[config.mk]
export PLATFORM = sky130hd
export DESIGN_NAME = playfair_digraph_encrypt
export DESIGN_NICKNAME = d
export VERILOG_FILES = /design/src/hdl/pfe_pkg.sv /design/src/hdl/pfe_front.sv /design/src/hdl/pfe_back.sv /design/src/hdl/playfair_digraph_encrypt.sv
export SDC_FILE = /design/constraint.sdc
export NUM_CORES = 1
export LEC_CHECK = 0
export ABC_AREA = 1
export BUFFER_PORTS_ARGS = -buffer_cell sky130_fd_sc_hd__buf_2
export CORE_MARGIN = 2
export CORE_UTILIZATION = 45
export DETAILED_ROUTE_END_ITERATION = 10
export GPL_TIMING_DRIVEN = 0
export SYNTH_ARGS = -nofsm -noshare
export SYNTH_HDL_FRONTEND = slang
export SYNTH_SLANG_ARGS = --single-unit
[constraint.sdc]
create_clock -name clk -period 10.47 [get_ports clk]
set_input_delay 1.047 -clock clk [delete_from_list [all_inputs] [get_ports clk]]
set_output_delay 1.047 -clock clk [all_outputs]
set_load 0.03 [all_outputs]
[src/hdl/pfe_pkg.sv]
// Shared types, constants and cell arithmetic for the Playfair digraph encryptor.
// No dependencies; imported by pfe_front, pfe_back and playfair_digraph_encrypt.
`default_nettype none
package pfe_pkg;

  localparam int GRID_SIDE   = 5;
  localparam int CELLS       = GRID_SIDE * GRID_SIDE;
  localparam int ALPHA       = 26;
  localparam int LW          = 5;
  localparam int CW          = $clog2(CELLS);
  localparam int FW          = $clog2(CELLS + 1);
  localparam int PW          = $clog2(GRID_SIDE);
  localparam int QUEUE_DEPTH = 2;
  localparam int QPW         = $clog2(QUEUE_DEPTH);
  localparam int QCW         = $clog2(QUEUE_DEPTH + 1);

  typedef logic [1:0]    mode_t;
  typedef logic [LW-1:0] letter_t;
  typedef logic [CW-1:0] cell_t;
  typedef logic [FW-1:0] fill_t;
  typedef logic [PW-1:0] pos_t;

  localparam mode_t MODE_CLEAR   = 2'd0;
  localparam mode_t MODE_KEY     = 2'd1;
  localparam mode_t MODE_FILL    = 2'd2;
  localparam mode_t MODE_ENCRYPT = 2'd3;

  localparam letter_t LETTER_I = letter_t'(8);
  localparam letter_t LETTER_J = letter_t'(9);
  localparam letter_t LETTER_Z = letter_t'(ALPHA - 1);

  localparam fill_t FILL_FULL = fill_t'(CELLS);

  typedef struct packed {
    mode_t   mode;
    letter_t first;
    letter_t second;
    logic    key_ok;
  } cmd_t;

  typedef struct packed {
    logic  key_ready;
    fill_t fill_count;
  } stat_t;

  function automatic letter_t norm_letter(input letter_t v);
    letter_t l;
    l = (v > LETTER_Z) ? LETTER_Z : v;
    return (l == LETTER_J) ? LETTER_I : l;
  endfunction

  function automatic pos_t cell_row(input cell_t c);
    pos_t r;
    r = '0;
    for (int i = 1; i < GRID_SIDE; i++) begin
      if (c >= cell_t'(i * GRID_SIDE)) begin
        r = pos_t'(i);
      end
    end
    return r;
  endfunction

  function automatic pos_t cell_col(input cell_t c);
    cell_t base;
    base = cell_t'(cell_row(c) * GRID_SIDE);
    return pos_t'(c - base);
  endfunction

  function automatic cell_t cell_at(input pos_t r, input pos_t k);
    return cell_t'(r * GRID_SIDE + k);
  endfunction

  function automatic pos_t pos_next(input pos_t p);
    return (p == pos_t'(GRID_SIDE - 1)) ? '0 : pos_t'(p + 1'b1);
  endfunction

endpackage
`default_nettype wire

[src/hdl/pfe_front.sv]
// Front end: takes transactions on the command port, classifies them and queues them.
// Depends on pfe_pkg.
`default_nettype none
module pfe_front (
  input  wire                  clk,
  input  wire                  rst_n,
  input  wire                  start,
  output logic                 busy,
  input  pfe_pkg::mode_t       in_mode,
  input  pfe_pkg::letter_t     in_first_letter,
  input  pfe_pkg::letter_t     in_second_letter,
  output pfe_pkg::cmd_t        head,
  output logic                 head_valid,
  input  wire                  pop
);
  import pfe_pkg::*;

  cmd_t                 slot_r [QUEUE_DEPTH];
  logic [QPW-1:0]       wr_ptr_r, wr_ptr_nxt;
  logic [QPW-1:0]       rd_ptr_r, rd_ptr_nxt;
  logic [QCW-1:0]       count_r, count_nxt;
  logic                 accept;
  cmd_t                 cls;

  assign busy       = (count_r == QCW'(QUEUE_DEPTH));
  assign accept     = start && !busy;
  assign head       = slot_r[rd_ptr_r];
  assign head_valid = (count_r != '0);

  always_comb begin
    cls.mode   = in_mode;
    cls.first  = (in_mode == MODE_ENCRYPT) ? norm_letter(in_first_letter) : in_first_letter;
    cls.second = norm_letter(in_second_letter);
    cls.key_ok = (in_first_letter <= LETTER_Z) && (in_first_letter != LETTER_J);
  end

  always_comb begin
    wr_ptr_nxt = wr_ptr_r;
    rd_ptr_nxt = rd_ptr_r;
    if (accept) begin
      wr_ptr_nxt = (wr_ptr_r == QPW'(QUEUE_DEPTH - 1)) ? '0 : QPW'(wr_ptr_r + 1'b1);
    end
    if (pop) begin
      rd_ptr_nxt = (rd_ptr_r == QPW'(QUEUE_DEPTH - 1)) ? '0 : QPW'(rd_ptr_r + 1'b1);
    end
    case ({accept, pop})
      2'b10:   count_nxt = QCW'(count_r + 1'b1);
      2'b01:   count_nxt = QCW'(count_r - 1'b1);
      default: count_nxt = count_r;
    endcase
  end

  always_ff @(posedge clk) begin
    if (!rst_n) begin
      wr_ptr_r <= '0;
      rd_ptr_r <= '0;
      count_r  <= '0;
    end else begin
      wr_ptr_r <= wr_ptr_nxt;
      rd_ptr_r <= rd_ptr_nxt;
      count_r  <= count_nxt;
    end
  end

  always_ff @(posedge clk) begin
    if (accept) begin
      slot_r[wr_ptr_r] <= cls;
    end
  end

endmodule
`default_nettype wire

[src/hdl/pfe_back.sv]
// Back end: key square builder and digraph encryptor with grid and cell-of-letter memories.
// Depends on pfe_pkg; fed by pfe_front.
`default_nettype none
module pfe_back (
  input  wire                  clk,
  input  wire                  rst_n,
  input  pfe_pkg::cmd_t        head,
  input  wire                  head_valid,
  output logic                 pop,
  output pfe_pkg::stat_t       stat,
  output logic                 out_strobe,
  output pfe_pkg::letter_t     out_first_out,
  output pfe_pkg::letter_t     out_second_out,
  output logic                 out_status
);
  import pfe_pkg::*;

  localparam logic [1:0] ST_IDLE = 2'd0;
  localparam logic [1:0] ST_ENC  = 2'd1;
  localparam logic [1:0] ST_FILL = 2'd2;

  logic [1:0]       state_r, state_nxt;
  logic [ALPHA-1:0] used_r, used_nxt;
  fill_t            fill_r, fill_nxt;
  logic             key_ready_r, key_ready_nxt;
  letter_t          walk_r, walk_nxt;
  logic             enc_ok_r, enc_ok_nxt;
  logic             strobe_r, strobe_nxt;
  logic             status_r, status_nxt;

  letter_t          grid_mem [CELLS];
  cell_t            cell_mem [ALPHA];
  cell_t            cell_rd1_r, cell_rd2_r;
  letter_t          grid_rd1_r, grid_rd2_r;

  logic             place_en;
  letter_t          place_letter;
  pos_t             r1, k1, r2, k2;
  cell_t            o1, o2;

  assign pop = head_valid && (state_r == ST_IDLE);

  always_comb begin
    place_en     = 1'b0;
    place_letter = head.first;
    if (state_r == ST_FILL) begin
      place_letter = walk_r;
      place_en     = (walk_r != LETTER_J) && !used_r[walk_r] && (fill_r < FILL_FULL);
    end else if (pop && (head.mode == MODE_KEY)) begin
      place_en = !key_ready_r && head.key_ok && !used_r[head.first] && (fill_r < FILL_FULL);
    end
  end

  always_comb begin
    r1 = cell_row(cell_rd1_r);
    k1 = cell_col(cell_rd1_r);
    r2 = cell_row(cell_rd2_r);
    k2 = cell_col(cell_rd2_r);
    if (r1 == r2) begin
      o1 = cell_at(r1, pos_next(k1));
      o2 = cell_at(r2, pos_next(k2));
    end else if (k1 == k2) begin
      o1 = cell_at(pos_next(r1), k1);
      o2 = cell_at(pos_next(r2), k2);
    end else begin
      o1 = cell_at(r1, k2);
      o2 = cell_at(r2, k1);
    end
  end

  always_comb begin
    state_nxt     = state_r;
    used_nxt      = used_r;
    fill_nxt      = fill_r;
    key_ready_nxt = key_ready_r;
    walk_nxt      = walk_r;
    enc_ok_nxt    = enc_ok_r;
    strobe_nxt    = 1'b0;
    status_nxt    = status_r;
    if (place_en) begin
      used_nxt[place_letter] = 1'b1;
      fill_nxt               = fill_t'(fill_r + 1'b1);
    end
    case (state_r)
      ST_IDLE: begin
        if (pop) begin
          case (head.mode)
            MODE_CLEAR: begin
              used_nxt      = '0;
              fill_nxt      = '0;
              key_ready_nxt = 1'b0;
            end
            MODE_FILL: begin
              if (!key_ready_r) begin
                state_nxt = ST_FILL;
                walk_nxt  = '0;
              end
            end
            MODE_ENCRYPT: begin
              state_nxt  = ST_ENC;
              enc_ok_nxt = key_ready_r;
            end
            default: ;
          endcase
        end
      end
      ST_ENC: begin
        state_nxt  = ST_IDLE;
        strobe_nxt = 1'b1;
        status_nxt = !enc_ok_r;
      end
      ST_FILL: begin
        if (walk_r == LETTER_Z) begin
          key_ready_nxt = 1'b1;
          state_nxt     = ST_IDLE;
        end else begin
          walk_nxt = letter_t'(walk_r + 1'b1);
        end
      end
      default: state_nxt = ST_IDLE;
    endcase
  end

  always_ff @(posedge clk) begin
    if (!rst_n) begin
      state_r     <= ST_IDLE;
      used_r      <= '0;
      fill_r      <= '0;
      key_ready_r <= 1'b0;
      strobe_r    <= 1'b0;
    end else begin
      state_r     <= state_nxt;
      used_r      <= used_nxt;
      fill_r      <= fill_nxt;
      key_ready_r <= key_ready_nxt;
      strobe_r    <= strobe_nxt;
    end
  end

  always_ff @(posedge clk) begin
    walk_r   <= walk_nxt;
    enc_ok_r <= enc_ok_nxt;
    status_r <= status_nxt;
  end

  always_ff @(posedge clk) begin
    if (place_en) begin
      grid_mem[fill_r[CW-1:0]] <= place_letter;
      cell_mem[place_letter]   <= fill_r[CW-1:0];
    end
    if (pop && (head.mode == MODE_ENCRYPT)) begin
      cell_rd1_r <= cell_mem[head.first];
      cell_rd2_r <= cell_mem[head.second];
    end
    if (state_r == ST_ENC) begin
      grid_rd1_r <= grid_mem[o1];
      grid_rd2_r <= grid_mem[o2];
    end
  end

  assign stat.key_ready  = key_ready_r;
  assign stat.fill_count = fill_r;

  assign out_strobe     = strobe_r;
  assign out_status     = status_r;
  assign out_first_out  = status_r ? '0 : grid_rd1_r;
  assign out_second_out = status_r ? '0 : grid_rd2_r;

endmodule
`default_nettype wire

[src/hdl/playfair_digraph_encrypt.sv]
// Playfair digraph encryptor top level: command queue front end and key square back end.
// A digraph passes the queue stage, the cell-of-letter read and the grid read, in that order,
// before its result strobe. The back end takes one key letter per cycle while it is idle; it
// takes no new command during a digraph or a finish fill, which walks the alphabet letter by
// letter. busy rises when the two-entry queue is full. Results cannot be stalled.
// Synchronous reset empties the queue and clears the key state; no memory clearing pass.
`default_nettype none
module playfair_digraph_encrypt (
  input  wire                  clk,
  input  wire                  rst_n,
  input  wire                  start,
  output logic                 busy,
  input  pfe_pkg::mode_t       in_mode,
  input  pfe_pkg::letter_t     in_first_letter,
  input  pfe_pkg::letter_t     in_second_letter,
  output logic                 out_strobe,
  output pfe_pkg::letter_t     out_first_out,
  output pfe_pkg::letter_t     out_second_out,
  output logic                 out_status
);
  import pfe_pkg::*;

  cmd_t  head;
  logic  head_valid;
  logic  pop;
  stat_t stat;

  pfe_front u_front (
    .clk              (clk),
    .rst_n            (rst_n),
    .start            (start),
    .busy             (busy),
    .in_mode          (in_mode),
    .in_first_letter  (in_first_letter),
    .in_second_letter (in_second_letter),
    .head             (head),
    .head_valid       (head_valid),
    .pop              (pop)
  );

  pfe_back u_back (
    .clk            (clk),
    .rst_n          (rst_n),
    .head           (head),
    .head_valid     (head_valid),
    .pop            (pop),
    .stat           (stat),
    .out_strobe     (out_strobe),
    .out_first_out  (out_first_out),
    .out_second_out (out_second_out),
    .out_status     (out_status)
  );

`ifndef SYNTH
  a_strobe_spacing: assert property (@(posedge clk) disable iff (!rst_n)
    out_strobe |=> !out_strobe)
    else $error("result strobe on consecutive cycles");

  a_ready_full: assert property (@(posedge clk) disable iff (!rst_n)
    stat.key_ready |-> (stat.fill_count == FILL_FULL))
    else $error("key square marked ready but not full");

  a_reset_quiet: assert property (@(posedge clk)
    !rst_n |=> (!busy && !out_strobe))
    else $error("busy or strobe after reset");
`endif

endmodule
`default_nettype wire
# == Word-level counts from Yosys, hierarchy flattened ==
# Memories as Yosys holds them, arrays and structs flattened. A register that Yosys moved wholly into a read port is not among the register bits.
# Cells that the tools add are included.
# totals
reg_bits,46
memories,3
ramBits,281
output_inout_bits,13
word_cells,170
# classes
n_lt_le_gt_ge,16
n_mux,64
bitwise_logic,1
n_reduce_logical,25
addsub,18
n_eq_ne,28
multipliers,4
# mem_list
memory,depth,word_bits,rd,rd_clocked_by_memory_dff,wr,line,source
u_back.cell_mem,26,5,2,2,1,pfe_back.sv:32,cell_t cell_mem [ALPHA];
u_back.grid_mem,25,5,2,2,1,pfe_back.sv:31,letter_t grid_mem [CELLS];
u_front.slot_r,2,13,1,1,1,pfe_front.sv:18,cmd_t slot_r [QUEUE_DEPTH];
# ops
op,count
26-bit two-way mux,4
5-bit two-way mux,20
5-bit by 3-bit adder with 5-bit output,6
26-bit OR,1
5-bit by 4-bit greater-or-equal comparator with 1-bit output (second input constant),4
3-bit by 3-bit multiplier with 5-bit output (second input constant),4
1-bit two-way mux,19
5-bit by 6-bit < comparator with 1-bit output (second input constant),3
3-bit two-way mux,6
2-bit two-way mux,7
3-bit by 1-bit adder with 3-bit output (second input constant),4
2-bit equality test (second input constant),6
3-bit equality test (second input constant),4
2-bit one-hot mux with 2 select lines,3
1-bit logical AND,11
5-bit by 1-bit adder with 5-bit output (second input constant),2
1-bit binary-select mux with 5-bit select,2
5-bit by 4-bit equality test with 1-bit output (second input constant),2
5-bit by 3-bit greater-or-equal comparator with 1-bit output (second input constant),2
5-bit greater-or-equal comparator (second input constant),2
5-bit > comparator (second input constant),2
2-bit inequality test (second input constant),5
5-bit by 4-bit inequality test with 1-bit output (second input constant),2
5-bit one-hot mux with 2 select lines,1
other kinds (20),34

# == Logic depth before layout (Yosys ltp) ==
# Gate-level depths: netlist (run 1).
# depth
depth_word,11
mapped_depth,30
ltp_nobuf,29

# == Cells and area by module ==
# From an unflattened synthesis (run 1), not the netlist that was laid out.
# unflattened
hier_cells,2178
area_unflattened_um2,19220.9
# modules_own_cells
mod,area_per_inst_um2,cells_per_inst,n_inst
pfe_back,17878.4,2071,1
pfe_front,1342.5,107,1

# == Worst setup path before layout (run 1) ==
# Ideal clock, no wire load.
# synth_path
kind,reg-to-reg
from,register u_back.cell_rd2_r[2] (read register of u_back.cell_mem)
to,"register u_back.grid_rd2_r[2] (read register of u_back.grid_mem), data pin"
period_less_slack_ns,4.053
path_slack_ns,6.417
path_buffers,1
t_arrival_ns,3.800
path_stages_with_launch,27
required_time_ns,10.217
cell_sequence,edfxtp_1 nand2_1 inv_1 nor2_2 nand2_1 nand2_2 nand2_1 inv_1 ha_1 inv_1 fa_1 xnor2_1 inv_1 nand2_1 nand2_1 ha_1 inv_1 fa_1 o211ai_1 o21ai_4 inv_2 buf_4 nand3_1 nand3_1 nand2_1 nand2_1 nand2_1
# synth_via
elab_chain_len,11
elab_cells_between_ends,24
classes_between,add/sub: 6; mul: 2; order compare: 4; eq/ne: 4; mux: 8
# synth_lines
element,line,source
start: declaration,pfe_back.sv:33,"cell_t cell_rd1_r, cell_rd2_r;"
5-bit by 3-bit greater-or-equal comparator with 1-bit output,pfe_pkg.sv:56,if (c >= cell_t'(i * GRID_SIDE)) begin
1-bit two-way mux,pfe_pkg.sv:56,
2-bit two-way mux (2 in a row),pfe_pkg.sv:56,
3-bit two-way mux,pfe_pkg.sv:56,
3-bit by 3-bit multiplier with 5-bit output (tied with other cells),pfe_pkg.sv:70,return cell_t'(r * GRID_SIDE + k);
3-bit subtractor or 3-bit two-way mux (tied branches),"pfe_pkg.sv:66, pfe_pkg.sv:74",
3-bit by 1-bit adder with 3-bit output (tied with other cells),pfe_pkg.sv:74,return (p == pos_t'(GRID_SIDE - 1)) ? '0 : pos_t'(p + 1'b1);
3-bit two-way mux or 5-bit by 3-bit adder with 5-bit output (tied branches),"pfe_pkg.sv:74, pfe_pkg.sv:70",
5-bit by 3-bit adder with 5-bit output or 5-bit two-way mux (tied branches),"pfe_pkg.sv:70, pfe_back.sv:62",
5-bit two-way mux *,pfe_back.sv:59,if (r1 == r2) begin
end: declaration,pfe_back.sv:34,"letter_t grid_rd1_r, grid_rd2_r;"
# Mark *: on every way between the ends. The rest lies on a longest branch, timed or not.
# A chain may end at the register's enable or synchronous reset.

# == Worst setup path in the final report (run 1) ==
# layout_path
from,register u_back.cell_rd2_r[1] (read register of u_back.cell_mem)
to,"register u_back.grid_rd2_r[1] (read register of u_back.grid_mem), data pin"
# The elaborated chain is that of the path after synthesis.

==> run_summary.xml, run 1 <==
<?xml version="1.0" encoding="UTF-8"?>
<metrics>
  <group name="status">
    <metric name="outcome" unit="">completed</metric>
  </group>
  <group name="drt">
    <metric name="antenna_left" unit="">0</metric>
    <metric name="detail_route.drc_violations" unit="">0</metric>
    <metric name="detail_route.iter0.violations" unit="">1927</metric>
    <metric name="detail_route.first_pass.iterations" unit="">5</metric>
    <metric name="route.vias.total" unit="">16700</metric>
    <metric name="wl_per_cell" unit="um">22.8</metric>
    <metric name="postRouteWirelength" unit="um">65000</metric>
    <metric name="vias_per_cell" unit="">5.83</metric>
  </group>
  <group name="final_layout">
    <metric name="layout_common_cells" unit="">399 x sky130_fd_sc_hd__nand3_1, 335 x sky130_fd_sc_hd__nand2_1, 308 x sky130_fd_sc_hd__edfxtp_1, 287 x sky130_fd_sc_hd__inv_1, 199 x sky130_fd_sc_hd__nor2_1</metric>
    <metric name="diodes" unit="">0</metric>
    <metric name="final_cells" unit="">2855</metric>
    <metric name="area_growth_syn_to_layout" unit="%">10.9</metric>
    <metric name="share_of_layout_cells_above_drive_strength_1" unit="">0.0872</metric>
    <metric name="design_area_final" unit="mm^2">0.0214</metric>
    <metric name="design.final.nets" unit="">2350</metric>
    <metric name="layout_commonest_cell" unit="">sky130_fd_sc_hd__nand3_1</metric>
  </group>
  <group name="place">
    <metric name="place_area" unit="mm^2">0.0202</metric>
    <metric name="last_weighted_congestion_value_of_the_routability_driven_placer" unit="">0.971</metric>
    <metric name="dp_hpwl" unit="um">46500</metric>
    <metric name="place.port_buffers" unit="">27</metric>
    <metric name="preCtsSetupSlack" unit="ns">5.51</metric>
    <metric name="place_inst" unit="">2781</metric>
  </group>
  <group name="sta">
    <metric name="max_slew.worst_pin.slew" unit="ns">1.37</metric>
    <metric name="final.setup.tns" unit="ns">0</metric>
    <metric name="period_minus_slack" unit="ns">4.96</metric>
    <metric name="grt_setup_unrepaired" unit="">no</metric>
    <metric name="finalCritPeriodShare" unit="">0.474</metric>
    <metric name="finalSetupViolations" unit="">0</metric>
    <metric name="timing.final.hold_violations" unit="">0</metric>
    <metric name="final.setup.worst_slack" unit="ns">5.51</metric>
    <metric name="finalClockSkew" unit="ns">0.0250</metric>
    <metric name="timing_max_transition_violations_final" unit="">0</metric>
    <metric name="max_clock_freq" unit="MHz">202</metric>
    <metric name="worst_slew_margin_rel" unit="">0.0841</metric>
  </group>
  <group name="grt">
    <metric name="grt_use_met1" unit="">0.373</metric>
    <metric name="grt_start_max_net_pins" unit="">35</metric>
    <metric name="global_route.peak_usage_layer" unit="">met2</metric>
    <metric name="grt.met2_usage" unit="">0.480</metric>
    <metric name="grt_pass1_wl" unit="um">97300</metric>
    <metric name="first_global_vias" unit="">16200</metric>
    <metric name="grt-ovfl-total" unit="">0</metric>
    <metric name="antenna_found_initial" unit="">0</metric>
    <metric name="groute.usage.overall" unit="">0.294</metric>
    <metric name="gr-usage-met3" unit="">0.0452</metric>
  </group>
  <group name="synthesis">
    <metric name="synth_seq_area_share" unit="">0.520</metric>
    <metric name="synthesis.area" unit="mm^2">0.0193</metric>
    <metric name="post_synth_main_area_contributors" unit="">sky130_fd_sc_hd__edfxtp_1 48%, sky130_fd_sc_hd__nand3_1 10%, sky130_fd_sc_hd__nand2_1 6.5%</metric>
    <metric name="post-synth-top-area-fraction" unit="">0.479</metric>
    <metric name="synth_net_count" unit="">2280</metric>
    <metric name="synth-seq-cells" unit="">348</metric>
    <metric name="synth.largest_area_cell" unit="">sky130_fd_sc_hd__edfxtp_1</metric>
    <metric name="synth.distinct_cells" unit="">52</metric>
    <metric name="yosysWarningCount" unit="">0</metric>
    <metric name="synthesized_area_per_cell" unit="um^2">8.73</metric>
    <metric name="synthCells" unit="">2214</metric>
  </group>
  <group name="setup_path">
    <metric name="worst-setup-path-type" unit="">flip-flop to flip-flop</metric>
    <metric name="worstReg2RegEnd" unit="">u_back.grid_rd2_r[1]</metric>
    <metric name="path_common_cell" unit="">sky130_fd_sc_hd__nand2_1</metric>
    <metric name="critical_path_peak_fanout" unit="">10</metric>
    <metric name="reg2reg_from" unit="">u_back.cell_rd2_r[1]</metric>
    <metric name="r2r_slack" unit="ns">5.51</metric>
    <metric name="worstSetupEndpointType" unit="">flip-flop</metric>
    <metric name="worst_ep_arrival_time" unit="ns">5.29</metric>
    <metric name="slowest_delay" unit="ns">0.48</metric>
    <metric name="number_of_buffer_and_inverter_stages_on_the_critical_path" unit="">6</metric>
    <metric name="cp_slowest_cell" unit="">sky130_fd_sc_hd__fa_1</metric>
    <metric name="worst_ep_required_time" unit="ns">10.80</metric>
    <metric name="path_delay_family" unit="">adder cells</metric>
    <metric name="cp-start-kind" unit="">flip-flop</metric>
    <metric name="worstRegToRegCells" unit="">26</metric>
  </group>
  <group name="die">
    <metric name="floorplan.rows" unit="">75</metric>
    <metric name="boundaryPins" unit="">28</metric>
    <metric name="fp.dieArea" unit="mm^2">0.0446</metric>
    <metric name="design.core.area" unit="mm^2">0.0421</metric>
    <metric name="die_x" unit="um">211</metric>
    <metric name="die_span_in_y" unit="um">211</metric>
    <metric name="start_util" unit="">0.459</metric>
  </group>
  <group name="min_path">
    <metric name="hp-class" unit="">flip-flop to flip-flop</metric>
    <metric name="hold-path-endpoint" unit="">u_front.rd_ptr_r</metric>
    <metric name="hp-start" unit="">u_front.rd_ptr_r</metric>
    <metric name="hold_path_depth" unit="">1</metric>
  </group>
  <group name="clock_network">
    <metric name="cts_tree" unit="">yes</metric>
    <metric name="cts.hold.buffers_added" unit="">0</metric>
    <metric name="max-clock-path-buffers" unit="">3</metric>
    <metric name="clock_tree.htree_level_count" unit="">2</metric>
    <metric name="cts_post_setup_buffers_inserted" unit="">0</metric>
    <metric name="clk-insertion-delay-late" unit="ns">0.58</metric>
    <metric name="clk_root_buffer_cell" unit="">sky130_fd_sc_hd__clkbuf_16</metric>
    <metric name="cts_resized" unit="">0</metric>
    <metric name="clk_pin_slew_worst_paths" unit="ns">0.06</metric>
    <metric name="cts.sinks" unit="">348</metric>
    <metric name="cts-buffers-inserted" unit="">40</metric>
  </group>
  <group name="job">
    <metric name="max_cap_violations" unit="">0</metric>
  </group>
</metrics>
[metal layers]
metal / up-vias / part of all wire
li1: 7721 / -
met1: 7865 / 0.40
met2: 865 / 0.46
met3: 205 / 0.080
met4: 0 / 0.061
met5: - / 0
[through the flow]
stage | hold slack (ns) | utilization
after CTS | 0.457 | 0.509
after global routing | 0.472 | 0.509
after global placement | 0.436 | 0.478
after floorplan | 0.425 | -
final | 0.455 | 0.509
after detailed placement | 0.445 | 0.478
[state kept, by name, summed over array words and instances, names as in the netlist, 2 cells and up, named ones only]
register	flops
u_front.slot_r	26
u_back.cell_rd2_r	5
u_back.state_r	2
u_back.grid_rd2_r	5
u_back.cell_mem	130
u_back.used_r	26
u_back.fill_r	5
u_back.grid_mem	125
u_back.grid_rd1_r	5
u_front.count_r	2
u_back.walk_r	5
u_back.cell_rd1_r	5
[area by class of cell]
cell class / instances / area (um^2)
Clock buffer: 47 / 1040
Buffer: 121 / 648
Fill cell: 3978 / 20700
Multi-Input combinational cell: 1442 / 7500
Tap cell: 539 / 674
Timing Repair Buffer: 28 / 143
Sequential cell: 348 / 10100
Clock inverter: 27 / 236
Inverter: 303 / 1140
[worst register-to-register path: cells and delay by family (launching register included)]
kind	cells	cell delay, ns
adder cells (fa/ha/maj)	4	1.41
AND/OR/NAND/NOR	13	1.40
buffers and inverters	6	0.74
AO/OA/AOI/OAI	2	0.48
flip-flops	1	0.43
XOR/XNOR	1	0.26
[Yosys cell counts, drive strengths merged]
cell type  instances
a311oi             3
ha                43
edfxtp           308
dfxtp             40
clkbuf            56
inv              298
or2                8
o22ai             12
fa                 8
o2111ai            3
o211ai             8
clkinv             5
o221ai            29
nand3b             1
mux2i              2
nor3              14
mux2               4
nand4              3
a21o               2
nor2             202
o211a              3
a31o               1
a31oi              9
nand3            402
nand2            345
xnor2             12
o21a               3
a21oi            108
o21ai            202
nor4               4
xor2               8
buf               65
a211oi             3
[cells by family after synthesis]
| kind of cell | count (synthesis) | synth area share |
|---|---|---|
| AO/OA/AOI/OAI | 386 | 0.114 |
| XOR/XNOR | 20 | 0.00907 |
| adder cells (fa/ha/maj) | 51 | 0.0361 |
| buffers and inverters | 424 | 0.0926 |
| flip-flops | 348 | 0.520 |
| multiplexers | 6 | 0.00337 |
| AND/OR/NAND/NOR | 979 | 0.225 |
[worst max-delay path by stage]
stage	startpoint	to	slack, ns	cells after the start
after floorplan	u_back.cell_rd2_r[2]	u_back.grid_rd2_r[2]	6.42	26
after global placement	flip-flop	u_back.cell_mem[25][3]	5.12	12
after detailed placement	u_back.cell_rd2_r[1]	u_back.grid_rd2_r[1]	5.51	26
after CTS	u_back.cell_rd2_r[1]	u_back.grid_rd2_r[1]	5.51	26
after global routing	u_back.cell_rd2_r[2]	u_back.grid_rd2_r[4]	5.01	26
final	u_back.cell_rd2_r[1]	u_back.grid_rd2_r[1]	5.51	26
Power of run 1 is not shown: default switching activity piles up to over one toggle a cycle in this logic, so the estimate is an artifact.
==> run 2, diff against run 1 <==
==> constraint.sdc (replaced) <==
create_clock -name clk -period 4.66 [get_ports clk]
set_input_delay 0.466 -clock clk [delete_from_list [all_inputs] [get_ports clk]]
set_output_delay 0.466 -clock clk [all_outputs]
set_load 0.03 [all_outputs]
==> run_summary.xml, run 2 (synthesis results as in run 1) <==
<?xml version="1.0" encoding="UTF-8"?>
<metrics>
  <group name="clock_network">
    <metric name="max-clock-path-buffers" unit="">3</metric>
    <metric name="clock_tree.htree_level_count" unit="">2</metric>
    <metric name="clk_root_buffer_cell" unit="">sky130_fd_sc_hd__clkbuf_16</metric>
    <metric name="clk_pin_slew_worst_paths" unit="ns">0.06</metric>
    <metric name="clk-insertion-delay-late" unit="ns">0.59</metric>
    <metric name="cts_tree" unit="">yes</metric>
    <metric name="cts-buffers-inserted" unit="">40</metric>
    <metric name="cts.sinks" unit="">348</metric>
  </group>
  <group name="setup_path">
    <metric name="worst-setup-path-type" unit="">flip-flop to flip-flop</metric>
    <metric name="slowest_delay" unit="ns">0.47</metric>
    <metric name="number_of_buffer_and_inverter_stages_on_the_critical_path" unit="">7</metric>
    <metric name="worst_ep_arrival_time" unit="ns">4.81</metric>
    <metric name="cp-start-kind" unit="">flip-flop</metric>
    <metric name="worst_ep_required_time" unit="ns">4.99</metric>
    <metric name="critical_path_peak_fanout" unit="">10</metric>
    <metric name="path_delay_family" unit="">adder cells</metric>
    <metric name="worstSetupEndpointType" unit="">flip-flop</metric>
    <metric name="cp_slowest_cell" unit="">sky130_fd_sc_hd__fa_1</metric>
    <metric name="path_common_cell" unit="">sky130_fd_sc_hd__nand2_1</metric>
  </group>
  <group name="sta">
    <metric name="max_clock_freq" unit="MHz">223</metric>
    <metric name="finalSetupViolations" unit="">0</metric>
    <metric name="grt_setup_unrepaired" unit="">yes</metric>
    <metric name="finalCritPeriodShare" unit="">0.962</metric>
    <metric name="final.hold.worst_slack" unit="ns">0.0966</metric>
    <metric name="max_slew.worst_pin.slew" unit="ns">1.36</metric>
    <metric name="finalClockSkew" unit="ns">0.0298</metric>
    <metric name="period_minus_slack" unit="ns">4.48</metric>
    <metric name="worst_slew_margin_rel" unit="">0.0939</metric>
    <metric name="timing.final.hold_violations" unit="">0</metric>
    <metric name="final.setup.worst_slack" unit="ns">0.176</metric>
    <metric name="timing_max_transition_violations_final" unit="">0</metric>
  </group>
  <group name="final_layout">
    <metric name="layout_commonest_cell" unit="">sky130_fd_sc_hd__nand3_1</metric>
    <metric name="area_growth_syn_to_layout" unit="%">13.6</metric>
    <metric name="design.final.nets" unit="">2377</metric>
    <metric name="share_of_layout_cells_above_drive_strength_1" unit="">0.113</metric>
    <metric name="fillCellCount" unit="">3943</metric>
    <metric name="layout_common_cells" unit="">385 x sky130_fd_sc_hd__nand3_1, 327 x sky130_fd_sc_hd__nand2_1, 308 x sky130_fd_sc_hd__edfxtp_1, 285 x sky130_fd_sc_hd__inv_1, 199 x sky130_fd_sc_hd__nor2_1</metric>
    <metric name="largest_register" unit="">u_back.cell_mem</metric>
    <metric name="final_cells" unit="">2882</metric>
    <metric name="diodes" unit="">0</metric>
    <metric name="largest_reg_flops" unit="">130</metric>
    <metric name="design_area_final" unit="mm^2">0.0219</metric>
  </group>
  <group name="min_path">
    <metric name="hp-class" unit="">primary input to flip-flop</metric>
  </group>
  <group name="drt">
    <metric name="detail_route.iter0.violations" unit="">1860</metric>
    <metric name="vias_per_cell" unit="">5.83</metric>
    <metric name="max_layer_used" unit="">met4</metric>
    <metric name="wl_per_cell" unit="um">22.7</metric>
    <metric name="detail_route.drc_violations" unit="">0</metric>
    <metric name="route.vias.total" unit="">16800</metric>
    <metric name="antenna_left" unit="">0</metric>
    <metric name="route.met2.wl" unit="um">30500</metric>
    <metric name="postRouteWirelength" unit="um">65500</metric>
    <metric name="detail_route.first_pass.iterations" unit="">6</metric>
    <metric name="wl_met3" unit="um">4990</metric>
    <metric name="routedLengthMet1" unit="um">26200</metric>
  </group>
  <group name="place">
    <metric name="preCtsSetupSlack" unit="ns">-0.298</metric>
    <metric name="dp_hpwl" unit="um">46500</metric>
    <metric name="last_weighted_congestion_value_of_the_routability_driven_placer" unit="">0.971</metric>
    <metric name="place_area" unit="mm^2">0.0202</metric>
    <metric name="place.port_buffers" unit="">27</metric>
    <metric name="place_inst" unit="">2781</metric>
  </group>
  <group name="grt">
    <metric name="grt_pass1_wl" unit="um">97500</metric>
    <metric name="first_global_vias" unit="">16200</metric>
    <metric name="grt-ovfl-total" unit="">0</metric>
    <metric name="grt_start_max_net_pins" unit="">35</metric>
    <metric name="antenna_found_initial" unit="">0</metric>
    <metric name="groute.usage.overall" unit="">0.295</metric>
  </group>
  <group name="die">
    <metric name="design.core.area" unit="mm^2">0.0421</metric>
    <metric name="boundaryPins" unit="">28</metric>
    <metric name="die_span_in_y" unit="um">211</metric>
    <metric name="die_x" unit="um">211</metric>
    <metric name="floorplan.rows" unit="">75</metric>
    <metric name="start_util" unit="">0.459</metric>
    <metric name="fp.dieArea" unit="mm^2">0.0446</metric>
  </group>
  <group name="status">
    <metric name="outcome" unit="">completed</metric>
  </group>
  <group name="job">
    <metric name="max_cap_violations" unit="">0</metric>
  </group>
</metrics>
## run 2: through the flow
stage          setup TNS (ns)   util
2_1_floorplan               0      -
3_3_place_gp           -38.23  0.478
3_5_place_dp            -2.22  0.478
4_1_cts              -0.00233  0.510
5_1_grt                -0.419  0.521
6_report                    0  0.521
## run 2: what timing repair did
action,in CTS,in global routing
gates resized for setup,13,67
cloned,0,1
setup buffers,5,21
hold endpoints to repair,0,0
hold buffers,0,0
setup endpoints to repair,10,10
pin swaps,2,14
## run 2: worst paths after layout
path / startpoint / endpoint / depth (start not counted) / slack [ns]
setup / recovery: u_back.cell_rd2_r[1] / u_back.grid_rd2_r[2] / 27 / 0.18
hold / removal: in_mode[0] / u_front.slot_r[1][11] / 1 / 0.1
hold reg to reg: u_front.rd_ptr_r / u_front.rd_ptr_r / 1 / 0.46
setup reg to reg: u_back.cell_rd2_r[1] / u_back.grid_rd2_r[2] / 27 / 0.18
## run 2: layout make-up
type	instances	area, um^2	area share
multi-input combinational	1442	7680	0.350
timing repair buffer	55	375	0.0171
inverter	303	1150	0.0526
clock inverter	27	236	0.0108
tap	539	674	0.0307
buffer	121	726	0.0331
sequential	348	10100	0.458
clock buffer	47	1040	0.0473
## run 2: layer usage
| metal | track usage | vias up |
|---|---|---|
| met5 | 0 | - |
| met4 | 0.170 | 0 |
| met3 | 0.0449 | 199 |
| met2 | 0.481 | 890 |
| met1 | 0.374 | 7938 |
| li1 | - | 7782 |
Power of run 2 is left out for the same reason.
==> run 3, diff against run 2 <==
--- a/config.mk
+++ b/config.mk
@@ -7,10 +7,13 @@
 export LEC_CHECK = 0
 export ABC_AREA = 1
 export BUFFER_PORTS_ARGS = -buffer_cell sky130_fd_sc_hd__buf_2
+export CELL_PAD_IN_SITES_DETAIL_PLACEMENT = 0
+export CELL_PAD_IN_SITES_GLOBAL_PLACEMENT = 1
 export CORE_MARGIN = 2
 export CORE_UTILIZATION = 45
 export DETAILED_ROUTE_END_ITERATION = 10
 export GPL_TIMING_DRIVEN = 0
+export PLACE_DENSITY_LB_ADDON = 0.1
 export SYNTH_ARGS = -nofsm -noshare
 export SYNTH_HDL_FRONTEND = slang
 export SYNTH_SLANG_ARGS = --single-unit
==> run_summary.xml, run 3 (synthesis results as in run 1) <==
<?xml version="1.0" encoding="UTF-8"?>
<metrics>
  <group name="setup_path">
    <metric name="cp-start-kind" unit="">flip-flop</metric>
    <metric name="crit_chain" unit="">buf_4 -&gt; o21ai_0 -&gt; nand2_1 -&gt; nand2_2 -&gt; nand2_4 -&gt; nand2_2 -&gt; inv_2 -&gt; ha_1 -&gt; inv_1 -&gt; fa_2 -&gt; buf_4 -&gt; ha_1 -&gt; ha_1 -&gt; inv_2 -&gt; fa_1 -&gt; o211ai_1 -&gt; o21ai_4 -&gt; inv_4 -&gt; buf_6 -&gt; nand3_1 -&gt; nand3_1 -&gt; nand2_1 -&gt; nand2_1 -&gt; nand2_1</metric>
    <metric name="worst_ep_arrival_time" unit="ns">4.82</metric>
    <metric name="path_common_cell" unit="">sky130_fd_sc_hd__nand2_1</metric>
    <metric name="worst-setup-path-type" unit="">flip-flop to flip-flop</metric>
    <metric name="worst_ep_required_time" unit="ns">4.99</metric>
    <metric name="critical_path_peak_fanout" unit="">10</metric>
    <metric name="slowest_delay" unit="ns">0.47</metric>
    <metric name="worstSetupEndpointType" unit="">flip-flop</metric>
    <metric name="cp_slowest_cell" unit="">sky130_fd_sc_hd__fa_2</metric>
    <metric name="worstRegToRegCells" unit="">24</metric>
  </group>
  <group name="clock_network">
    <metric name="clk_pin_slew_worst_paths" unit="ns">0.06</metric>
    <metric name="clk-insertion-delay-late" unit="ns">0.57</metric>
    <metric name="cts.sinks" unit="">348</metric>
    <metric name="max-clock-path-buffers" unit="">3</metric>
    <metric name="clk_root_buffer_cell" unit="">sky130_fd_sc_hd__clkbuf_16</metric>
    <metric name="cts-buffers-inserted" unit="">39</metric>
    <metric name="clock_tree.htree_level_count" unit="">2</metric>
    <metric name="cts.hold.buffers_added" unit="">0</metric>
    <metric name="cts_tree" unit="">yes</metric>
  </group>
  <group name="grt">
    <metric name="first_global_vias" unit="">16200</metric>
    <metric name="grt_start_max_net_pins" unit="">35</metric>
    <metric name="grt-ovfl-total" unit="">0</metric>
    <metric name="grt_pass1_wl" unit="um">98800</metric>
    <metric name="groute.usage.overall" unit="">0.299</metric>
    <metric name="antenna_found_initial" unit="">0</metric>
  </group>
  <group name="place">
    <metric name="last_weighted_congestion_value_of_the_routability_driven_placer" unit="">0.939</metric>
    <metric name="preCtsSetupSlack" unit="ns">-0.403</metric>
    <metric name="dp_hpwl" unit="um">48100</metric>
    <metric name="place.port_buffers" unit="">27</metric>
  </group>
  <group name="job">
    <metric name="max_cap_violations" unit="">0</metric>
  </group>
  <group name="sta">
    <metric name="finalCritPeriodShare" unit="">0.963</metric>
    <metric name="max_clock_freq" unit="MHz">223</metric>
    <metric name="worst_slew_margin_rel" unit="">0.143</metric>
    <metric name="final.hold.worst_slack" unit="ns">0.106</metric>
    <metric name="timing_max_transition_violations_final" unit="">0</metric>
    <metric name="finalClockSkew" unit="ns">0.0237</metric>
    <metric name="max_slew.worst_pin.slew" unit="ns">1.28</metric>
    <metric name="timing.final.hold_violations" unit="">0</metric>
    <metric name="period_minus_slack" unit="ns">4.49</metric>
    <metric name="finalSetupViolations" unit="">0</metric>
    <metric name="final.setup.worst_slack" unit="ns">0.174</metric>
  </group>
  <group name="die">
    <metric name="floorplan.rows" unit="">75</metric>
    <metric name="die_span_in_y" unit="um">211</metric>
    <metric name="start_util" unit="">0.459</metric>
    <metric name="die_x" unit="um">211</metric>
    <metric name="fp.dieArea" unit="mm^2">0.0446</metric>
    <metric name="design.core.area" unit="mm^2">0.0421</metric>
    <metric name="boundaryPins" unit="">28</metric>
  </group>
  <group name="final_layout">
    <metric name="layout_common_cells" unit="">393 x sky130_fd_sc_hd__nand3_1, 320 x sky130_fd_sc_hd__nand2_1, 308 x sky130_fd_sc_hd__edfxtp_1, 284 x sky130_fd_sc_hd__inv_1, 199 x sky130_fd_sc_hd__nor2_1</metric>
    <metric name="layout_commonest_cell" unit="">sky130_fd_sc_hd__nand3_1</metric>
    <metric name="area_growth_syn_to_layout" unit="%">13.4</metric>
    <metric name="largest_reg_flops" unit="">130</metric>
    <metric name="diodes" unit="">0</metric>
    <metric name="largest_register" unit="">u_back.cell_mem</metric>
    <metric name="design.final.nets" unit="">2383</metric>
    <metric name="share_of_layout_cells_above_drive_strength_1" unit="">0.115</metric>
  </group>
  <group name="min_path">
    <metric name="hp-class" unit="">primary input to flip-flop</metric>
    <metric name="hold_path_depth" unit="">1</metric>
  </group>
  <group name="status">
    <metric name="outcome" unit="">completed</metric>
  </group>
  <group name="drt">
    <metric name="detail_route.first_pass.iterations" unit="">6</metric>
    <metric name="vias_per_cell" unit="">5.69</metric>
    <metric name="postRouteWirelength" unit="um">65900</metric>
    <metric name="wl_per_cell" unit="um">22.8</metric>
    <metric name="detail_route.iter0.violations" unit="">1692</metric>
    <metric name="route.vias.total" unit="">16400</metric>
    <metric name="antenna_left" unit="">0</metric>
    <metric name="detail_route.drc_violations" unit="">0</metric>
  </group>
</metrics>
## run 3: cell count changes in the layout (fill, tap and decap cells not counted), moves of 4 or more
cell,delta
sky130_fd_sc_hd__nand3_1,+8
sky130_fd_sc_hd__clkbuf_4,-4
sky130_fd_sc_hd__nand3_2,-7
sky130_fd_sc_hd__buf_2,+5
sky130_fd_sc_hd__nand2_2,+7
sky130_fd_sc_hd__nand2_1,-7
sky130_fd_sc_hd__buf_8,-4
sky130_fd_sc_hd__clkinv_2,-4
sky130_fd_sc_hd__buf_4,+8
## run 3: path summary, 6_finish.rpt
check / from / endpoint / slack, ns
worst max-delay path: u_back.cell_rd2_r[1] / u_back.grid_rd2_r[2] / 0.17
worst min-delay path: in_mode[0] / u_front.slot_r[0][11] / 0.11
worst max register to register: u_back.cell_rd2_r[1] / u_back.grid_rd2_r[2] / 0.17
worst min register to register: u_front.rd_ptr_r / flip-flop / 0.46
## run 3: cell type report
cell class	count	area [um^2]
well taps	539	674
fillers	3989	20200
clock inverters	25	239
inverters	303	1160
plain buffers	121	691
multi-input cells	1442	7650
flip-flops and latches	348	10100
repair inverters	1	7.51
clock buffers	46	1030
repair buffers	61	403
## run 3: layer usage
layer / routed length (um) / global-route usage / up-vias
met5: 0 / 0 / -
met4: 3570 / 0.152 / 0
met3: 3890 / 0.0342 / 176
met2: 31600 / 0.506 / 641
met1: 26800 / 0.380 / 7810
li1: - / - / 7781
## run 3: through the flow
step	cells	setup TNS [ns]	area, um^2	utilization
2_1_floorplan	2214	0	19300	-
3_3_place_gp	2780	-93.28	20100	0.478
3_5_place_dp	2782	-3.52	20200	0.479
4_1_cts	2867	0	21600	0.513
5_1_grt	2886	-0.0567	21900	0.520
6_report	2886	0	21900	0.520
## run 3: what timing repair did
item / 4_1_cts / 5_1_grt
setup endpoints to repair: 10 / 10
buffers inserted: 14 / 18
gates cloned: 0 / 1
pin swaps: 4 / 12
gates resized for setup: 15 / 53
endpoints found under the hold margin: 0 / 0
## run 3: worst max-delay path, delay by kind of cell (launching register included)
kind	cells	cell delay [ns]
compound gates	3	0.61
fa+ha+maj	5	1.59
buf+inv	7	0.82
simple gates	9	0.84
flops	1	0.39
Power of run 3 is left out for the same reason.
